File: src/rtl/rpv_pkg.sv
// ----------------------------------------------------------------------------
// rpv_pkg: shared definitions for the rectangular/polar vector unit
// Command codes, fixed-point widths, CORDIC constants and helper functions.
// ----------------------------------------------------------------------------
`default_nettype none

package rpv_pkg;

	localparam int CORDIC_STAGES_DEF = 24;
	localparam int FRAC_BITS         = 16;
	localparam int GUARD_BITS        = 16;
	localparam int DW                = 52;
	localparam int ZW                = 34;

	localparam logic [31:0] KINV_Q32     = 32'd2608131496;
	localparam logic [31:0] PI_Q30       = 32'd3373259426;
	localparam logic [31:0] DIV45_RECIP  = 32'd3054198966;
	localparam int          DIV45_SHIFT  = 37;

	localparam logic [2:0] CMD_RECT  = 3'd0;
	localparam logic [2:0] CMD_POLAR = 3'd1;
	localparam logic [2:0] CMD_ADD   = 3'd2;
	localparam logic [2:0] CMD_SUB   = 3'd3;
	localparam logic [2:0] CMD_NEG   = 3'd4;
	localparam logic [2:0] CMD_SCALE = 3'd5;

	typedef logic signed [DW-1:0] cdata_t;
	typedef logic signed [ZW-1:0] cangle_t;

	function automatic logic [31:0] atan_turn(input int idx);
		logic [31:0] v;
		case (idx)
			0: v = 32'h20000000;
			1: v = 32'h12E4051E;
			2: v = 32'h09FB385B;
			3: v = 32'h051111D4;
			4: v = 32'h028B0D43;
			5: v = 32'h0145D7E1;
			6: v = 32'h00A2F61E;
			7: v = 32'h00517C55;
			8: v = 32'h0028BE53;
			9: v = 32'h00145F2F;
			10: v = 32'h000A2F98;
			11: v = 32'h000517CC;
			12: v = 32'h00028BE6;
			13: v = 32'h000145F3;
			14: v = 32'h0000A2FA;
			15: v = 32'h0000517D;
			16: v = 32'h000028BE;
			17: v = 32'h0000145F;
			18: v = 32'h00000A30;
			19: v = 32'h00000518;
			20: v = 32'h0000028C;
			21: v = 32'h00000146;
			22: v = 32'h000000A3;
			23: v = 32'h00000051;
			24: v = 32'h00000029;
			25: v = 32'h00000014;
			26: v = 32'h0000000A;
			27: v = 32'h00000005;
			28: v = 32'h00000003;
			29: v = 32'h00000001;
			30: v = 32'h00000001;
			default: v = 32'h00000000;
		endcase
		return v;
	endfunction

	function automatic logic signed [31:0] sat32(input logic signed [63:0] v);
		logic signed [31:0] r;
		if (v > 64'sd2147483647) begin
			r = 32'sh7FFFFFFF;
		end else if (v < -64'sd2147483648) begin
			r = 32'sh80000000;
		end else begin
			r = v[31:0];
		end
		return r;
	endfunction

endpackage

`default_nettype wire

File: src/rtl/rpv_cordic_cell.sv
// ----------------------------------------------------------------------------
// rpv_cordic_cell: one micro-rotation of the CORDIC chain
// Rotates the vector by plus or minus the stage angle, steered by the angle
// sign in rotation mode or by the y sign in vectoring mode, and registers it.
// ----------------------------------------------------------------------------
`default_nettype none

module rpv_cordic_cell
	import rpv_pkg::*;
#(
	parameter int STAGE     = 0,
	parameter bit VECTORING = 1'b0,
	parameter int SIDE_W    = 1
) (
	input  wire logic              clk,
	input  wire logic              arst_n,
	input  wire logic              en,
	input  wire logic              valid_i,
	input  wire cdata_t            x_i,
	input  wire cdata_t            y_i,
	input  wire cangle_t           z_i,
	input  wire logic [SIDE_W-1:0] side_i,
	output logic                   valid_o,
	output cdata_t                 x_o,
	output cdata_t                 y_o,
	output cangle_t                z_o,
	output logic [SIDE_W-1:0]      side_o
);

	localparam cangle_t STEP = cangle_t'(atan_turn(STAGE));

	logic              valid_q;
	cdata_t            x_q;
	cdata_t            y_q;
	cangle_t           z_q;
	logic [SIDE_W-1:0] side_q;
	logic              up;
	cdata_t            xs;
	cdata_t            ys;

	assign up = VECTORING ? y_i[DW-1] : !z_i[ZW-1];
	assign xs = x_i >>> STAGE;
	assign ys = y_i >>> STAGE;

	always_ff @(posedge clk or negedge arst_n) begin
		if (!arst_n) begin
			valid_q <= 1'b0;
		end else if (en) begin
			valid_q <= valid_i;
		end
	end

	always_ff @(posedge clk) begin
		if (en) begin
			side_q <= side_i;
			if (up) begin
				x_q <= x_i - ys;
				y_q <= y_i + xs;
				z_q <= z_i - STEP;
			end else begin
				x_q <= x_i + ys;
				y_q <= y_i - xs;
				z_q <= z_i + STEP;
			end
		end
	end

	assign valid_o = valid_q;
	assign x_o     = x_q;
	assign y_o     = y_q;
	assign z_o     = z_q;
	assign side_o  = side_q;

endmodule

`default_nettype wire

File: config.mk
export PLATFORM = sky130hd
export DESIGN_NAME = rpv_cordic_cell
export DESIGN_NICKNAME = d
export VERILOG_FILES = /design/src/rtl/rpv_pkg.sv /design/src/rtl/rpv_cordic_cell.sv
export SDC_FILE = /design/constraint.sdc
export NUM_CORES = 1
export LEC_CHECK = 0
export BUFFER_PORTS_ARGS = -buffer_cell sky130_fd_sc_hd__buf_4
export CAP_MARGIN = 5
export CORE_MARGIN = 1.5
export CORE_UTILIZATION = 54
export CTS_BUF_LIST = sky130_fd_sc_hd__clkbuf_2 sky130_fd_sc_hd__clkbuf_4 sky130_fd_sc_hd__clkbuf_8
export DETAILED_ROUTE_END_ITERATION = 8
export PLACE_DENSITY = 0.79
export SLEW_MARGIN = 20
export SYNTH_ARGS = -nofsm -noshare
export SYNTH_HDL_FRONTEND = slang
export SYNTH_SLANG_ARGS = --single-unit
File: constraint.sdc
create_clock -name clk -period 1.65 [get_ports clk]
set_input_delay 0 -clock clk [delete_from_list [all_inputs] [get_ports clk]]
set_output_delay 0 -clock clk [all_outputs]
set_load 0.01 [all_outputs]
==> results of run 1 <==
==> metrics by stage <==
step,cell area [um^2],TNS [ns]
2_1_floorplan,14600,-47.29
3_3_place_gp,21400,-94.67
3_5_place_dp,21400,-104.48
4_1_cts,23800,-45.80
==> Yosys cell counts, drive strengths merged (3+ instances only) <==
library cell / instances / area share [%]
a31oi: 19 / 0.85
nand4: 30 / 1.3
nor4: 11 / 0.53
a211o: 5 / 0.31
o31ai: 28 / 1.6
o41ai: 3 / 0.24
and3: 12 / 0.53
a2111oi: 5 / 0.62
edfxtp: 138 / 29
or3: 7 / 0.31
a21boi: 3 / 0.16
a21oi: 237 / 8.5
xor2: 9 / 0.56
or2: 6 / 0.28
or4: 3 / 0.19
o21ai: 131 / 4.7
clkbuf: 46 / 1.2
o21bai: 48 / 2.6
mux2i: 20 / 1.4
clkinv: 8 / 0.21
fa: 4 / 0.57
a221oi: 8 / 0.62
nor2: 160 / 4.3
a211oi: 23 / 1.2
nor3: 44 / 1.6
a41o: 3 / 0.21
and2: 7 / 0.31
o2111ai: 6 / 0.42
o211ai: 10 / 0.53
o311ai: 3 / 0.19
nor2b: 19 / 0.86
o21a: 15 / 0.80
ha: 156 / 14
a21o: 25 / 1.3
nand3: 27 / 0.96
nand2b: 14 / 0.62
xnor2: 92 / 5.7
buf: 24 / 0.77
inv: 159 / 4.2
nand2: 98 / 2.6
o22ai: 4 / 0.18
==> what timing repair did <==
| item | 4_1_cts |
|---|---|
| setup buffers | 43 |
| hold buffers | 39 |
| pin swaps | 113 |
| setup endpoints to repair | 89 |
| resized for setup | 296 |
| hold endpoints to repair | 68 |
==> logic make-up after synthesis <==
logic type / Yosys count / share of synthesized area [%]
compound gates: 599 / 26.6
xor+xnor: 101 / 6.29
fa+ha+maj: 160 / 14.5
buf+inv: 237 / 6.46
flops: 139 / 29.7
mux: 22 / 1.58
simple gates: 447 / 14.9
==> per-layer routing <==
| layer | GRT overflow | GRT usage (%) |
|---|---|---|
| met1 | 0 | 76.1 |
| met2 | 0 | 90.9 |
| met3 | 0 | 68.8 |
| met4 | 1 | 71.2 |
| met5 | 0 | 44.1 |
==> impl_metrics.tcl, run 1 <==
set metrics [dict create \
    cts.htree.levels 4 \
    syn_avg_cell_area_um2 8.25 \
    overflow 1 \
    hpwl_um 50500 \
    ios 283 \
    preCtsSetupSlack_ns -1.59 \
    netlist_instances 1705 \
    die_w_um 164 \
    grt_pass1_vias 23800 \
    start_util_pct 55.4 \
    synth_edf_count 138 \
    rows 58 \
    synth-seq-cells 139 \
    place_inst 2861 \
    synthArstFlopShare_pct 0.719 \
    yosysSeqAreaShare_pct 29.7 \
    synth_ff_type "edfxtp_1" \
    ys_types 83 \
    haltStage "global routing (5_1_grt)" \
    syn-num-nets 2008 \
    grt_max_degree 82 \
    die_y_um 164 \
    cts.sinks 139 \
    clk_path_buf_depth 2 \
    yosysWarningCount 0 \
    status "stopped before the end" \
    place.gp.congestion 1.06 \
    grt_pass1_wl_um 152000 \
    grt_use_total_pct 77.2 \
    cts_root_buf "clkbuf_8" \
    tool.error "[ERROR GRT-0116] Global routing finished with congestion. Check the congestion regions in the DRC Viewer." \
    numPortBuffers 282 \
    numCtsBuffers 17 \
    syn_area_um2 14100 \
]
==> inputs of run 2 (changes only) <==
Settings changed: CORE_UTILIZATION 54 to 39, CTS_BUF_LIST sky130_fd_sc_hd__clkbuf_2 sky130_fd_sc_hd__clkbuf_4 sky130_fd_sc_hd__clkbuf_8 to default, PLACE_DENSITY 0.79 to default, PLACE_DENSITY_LB_ADDON from default to 0.15.
==> run 2 against run 1 <==
Against the previous run:
- the flow now finishes, with violations (negative setup slack)
- synthesized cell count did not move
- synthesized area is the same
==> impl_metrics.tcl, run 2 <==
set metrics [dict create \
    synth-simple-area-share_pct 14.9 \
    tightest_slew_ns 0.765 \
    multi_input_area_um2 11200 \
    overflow 0 \
    rsz0062_at_grt "true" \
    place_area_um2 22000 \
    tritoncts "done" \
    irDropWorstVdd_uv 806 \
    fillers 2743 \
    final_cell_mix "buf_4 (933), a21oi_1 (169), inv_1 (142)" \
    fmax_ghz 0.378 \
    grt_use_total_pct 34.3 \
    cts_root_buf "clkbuf_16" \
    clk_path_buf_depth 2 \
    cts.htree.levels 4 \
    finalSetupViolCount 90 \
    path_cells "buf_8 -> ha_4 -> inv_4 -> fa_2 -> o21bai_4 -> a2111oi_4 -> o2111ai_2 -> buf_4 -> a41o_1 -> a21o_1 -> o31ai_4 -> buf_6 -> o31ai_4 -> a41o_1 -> o2bb2ai_2 -> xnor2_1" \
    synth_edf_count 138 \
    crit_path_start "x_i[0]" \
    r2r-end "valid_o$_DFFE_PN0P_" \
    core-area_um2 35600 \
    clk_pin_slew_ns 0.07 \
    min_path_type "in -> reg" \
    fin_skew_ns 0 \
    synth_top_area_cell "edfxtp_1" \
    drt_iter0_drc 1324 \
    syn_avg_cell_area_um2 8.25 \
    relSlewSlack_pct 48.9 \
    min_from "z_i[31]" \
    fin_crit_ns 2.65 \
    avgViaCountPerCell 5.43 \
    cp_slowest_cell "fa_2" \
    final_area_um2 25500 \
    numCtsBuffers 17 \
    yosysWarningCount 0 \
    syn_area_um2 14100 \
    layout_commonest_cell "buf_4" \
    yosysSeqAreaShare_pct 29.7 \
    place.gp.congestion 1.01 \
    grt_pass1_vias 17000 \
    layout.nets 3007 \
    synth-seq-cells 139 \
    area_delta_synth_final_pct 81.2 \
    cp.required_ns 1.86 \
    slew_viol_final 0 \
    first_pass_iters 6 \
    period_share_pct 160 \
    min_path_cells 3 \
    hold_end "z_o[31]$_DFFE_PP_" \
    violations "negative setup slack" \
    antenna_found_initial 0 \
    cp.arrival_ns 2.86 \
    hpwl_um 51600 \
    numPortBuffers 282 \
    post_drt_wl_per_cell_um 20.7 \
    grt_pass1_wl_um 96500 \
    wirelength_um 65900 \
    start_util_pct 39.5 \
    seq_area_um2 4170 \
    leakagePower_uw 0.0115 \
    r2r_cells 1 \
    netlist_instances 1705 \
    p_per_area_nw_per_um2 719 \
    die_w_um 193 \
    cts.sinks 139 \
    start_kind "input pin" \
    ios 283 \
    clock_latency_ns 0.45 \
    max_stage_delay_ns 0.41 \
    synthMuxAreaShare_pct 1.58 \
    drive_gt1_share_pct 50.6 \
    critical_path_class "in -> reg" \
    status "finished, violations left" \
    synth-adder-area-share_pct 14.5 \
    place_inst 3053 \
    cp_num_buf_inv 4 \
    end_kind "flip-flop" \
    ant_nets 0 \
    crit_fanout 3 \
    synth_commonest_cells "a21oi_1 (235), nor2_1 (160), inv_1 (159), ha_1 (156), edfxtp_1 (138)" \
    antenna_cells 0 \
    rr_startpoint "valid_o$_DFFE_PN0P_" \
    dieArea_um2 37200 \
    yosysMostFrequentCell "a21oi_1" \
    largest_reg_flops 52 \
    power_uw 18300 \
    drv_cap 0 \
    synth_top_family_by_area "compound AO/OA/AOI/OAI gates" \
    whs_ns 0.0402 \
    synth_top_area_share_pct 29.5 \
    final.setup.worst_slack_ns -0.997 \
    synth_compound_gate_area_share_pct 26.6 \
    routed-via-count 17300 \
    synth_ff_type "edfxtp_1" \
    syn-num-nets 2008 \
    die_y_um 193 \
    synth-xor-area-share_pct 6.29 \
    worst_path_dominant_cell_family "compound AO/OA/AOI/OAI gates" \
    r2r_setup_slack_ns 0.91 \
    rows 69 \
    ys_types 83 \
    stdcell_count 3178 \
    hold_violations 0 \
    drc 0 \
    synthArstFlopShare_pct 0.719 \
    grt_max_degree 58 \
    yosys-top-cells-area "edfxtp_1 (29%), ha_1 (14%), a21oi_1 (8.4%)" \
]
-- run 2: cell counts after synthesis --
Identical to the previous run, type by type.
-- run 2: cells by family (layout without fill, tap and decap cells) --
logic type	count (synthesis)	after routing
AOI/OAI and AO/OA	599	599
and+or+nand+nor	447	447
buffers and inverters	237	1249
adders and majority gates	160	160
DFF	139	139
xor gates and xnor gates	101	101
muxes	22	22
-- run 2: area by class of cell --
cell class	instances	share of cell area, %
Inverter	167	2.55
Tap cell	461	2.26
Multi-Input combinational cell	1329	43.9
Clock inverter	14	0.530
Clock buffer	18	1.68
Timing Repair Buffer	1050	32.7
Sequential cell	139	16.4
-- run 2: metrics by stage --
step	TNS (ns)	setup WS [ns]	utilization (%)
final	-55.07	-0.997	71.6
after detailed placement	-105.20	-1.68	61.9
after CTS	-49.76	-0.933	69.5
after floorplan	-47.29	-0.924	-
after global routing	-62.45	-1.07	71.6
after global placement	-103.73	-1.67	61.9
-- run 2: worst max path at each step --
stage | end | slack (ns) | cells past startpoint
finish | y_o[48]$_DFFE_PP_ | -1.0 | 16
global route | y_o[48]$_DFFE_PP_ | -1.07 | 16
CTS | y_o[50]$_DFFE_PP_ | -0.93 | 14
detailed placement | x_o[49]$_DFFE_PP_ | -1.68 | 15
global placement | x_o[33]$_DFFE_PP_ | -1.67 | 15
floorplan | y_o[48]$_DFFE_PP_ | -0.92 | 13
-- run 2: what timing repair did --
| action | CTS | global route |
|---|---|---|
| hold endpoints to repair | 56 | 0 |
| endpoints found under the setup margin | 90 | 92 |
| setup buffers | 50 | 31 |
| pin swaps | 136 | 123 |
| gates resized for setup | 311 | 141 |
| hold buffers | 40 | 0 |
-- run 2: metal layers --
layer	global-route usage (%)	share of wire, %	vias to the layer above
met4	11.4	3.0	0
met5	0	0	-
met2	56.7	47	742
met1	46.0	44	8246
met3	4.47	6.8	120
li1	-	-	8148
-- run 2: where the power goes --
| part | internal, uW | switching [uW] | total (uW) |
|---|---|---|---|
| Combinational | 4710 | 4840 | 9550 |
| Clock | 2110 | 1850 | 3960 |
| Sequential | 4600 | 194 | 4800 |
| Total | 11400 | 6890 | 18300 |
Note: power is estimated with default switching activity, not from simulation.
==> inputs of run 3 (changes only) <==
Settings changed: ABC_AREA from default to 1, CORE_UTILIZATION 39 to 60.
==> run 3 against run 2 <==
Against the previous run:
- the flow now stops in global routing (5_1_grt)
- synthesized area is 31% higher
- synthesized cell count grew 80%
==> impl_metrics.tcl, run 3 <==
set metrics [dict create \
    status "stopped before the end" \
    yosysWarningCount 0 \
    rows 63 \
    yosysSeqAreaShare_pct 22.7 \
    synthMuxAreaShare_pct 0.170 \
    cts_root_buf "clkbuf_16" \
    syn_avg_cell_area_um2 6.01 \
    ys_types 50 \
    yosysMostFrequentCell "nand2_1" \
    cts.htree.levels 4 \
    synth_compound_gate_area_share_pct 9.76 \
    synth_edf_count 138 \
    worst-ep-kind "register input" \
    hpwl_um 62000 \
    die_y_um 178 \
    synth_top_family_by_area "simple AND/OR/NAND/NOR gates" \
    tool.error "[ERROR GRT-0232] Routing congestion too high. Check the congestion heatmap in the GUI." \
    start_util_pct 61.4 \
    synthArstFlopShare_pct 0.719 \
    yosys-top-cells-area "edfxtp_1 (23%), nand2_1 (22%), inv_1 (12%)" \
    haltStage "global routing (5_1_grt)" \
    grt_max_degree 76 \
    synth-seq-cells 139 \
    preCtsSetupSlack_ns -0.675 \
    die_w_um 178 \
    crit_endpoint "x_o[43]$_DFFE_PP_/D" \
    synth-xor-area-share_pct 1.52 \
    place.gp.congestion 1.21 \
    grt_use_total_pct 76.7 \
    numCtsBuffers 17 \
    synth-adder-area-share_pct 11.0 \
    cts.sinks 139 \
    synth-simple-area-share_pct 39.5 \
    synth_commonest_cells "nand2_1 (1085), inv_1 (609), nand3_1 (266), nor2_1 (203), ha_1 (156)" \
    ios 283 \
    synth_top_area_share_pct 22.5 \
    overflow 156 \
    synth_ff_type "edfxtp_1" \
    clk_path_buf_depth 2 \
    syn_area_um2 18400 \
    syn-num-nets 3365 \
    numPortBuffers 282 \
    synth_top_area_cell "edfxtp_1" \
    netlist_instances 3062 \
]
run 3: cell count changes after synthesis, sizes merged, moves of 25 or more:
cell	delta
nand2	+1007
buf	+39
inv	+464
clkbuf	-37
a21oi	-81
xnor2	-91
nand3	+245
o31ai	-25
nor2	+87
run 3: cell families after synthesis:
kind of cell    Yosys count
simple gates           1707
buf+inv                 697
compound gates          324
fa+ha+maj               160
flops                   139
xor+xnor                 32
mux                       3
run 3: routing by layer:
layer / GRT overflow / global-route usage (%)
met5: 0 / 38.9
met2: 85 / 93.5
met1: 3 / 75.2
met3: 6 / 62.4
met4: 62 / 76.2
run 3: repair_timing:
action                     in CTS
buffers inserted                2
pin swaps                       2
hold buffers                   39
resized for setup              96
hold endpoints to repair       52
setup endpoints to repair      77
run 3: stage by stage:
stage / utilization, % / instances / cell area, um^2
after floorplan: - / 3062 / 18600
after global placement: 80.4 / 4106 / 24100
after detailed placement: 80.4 / 4106 / 24100
after CTS: 84.8 / 4178 / 25400
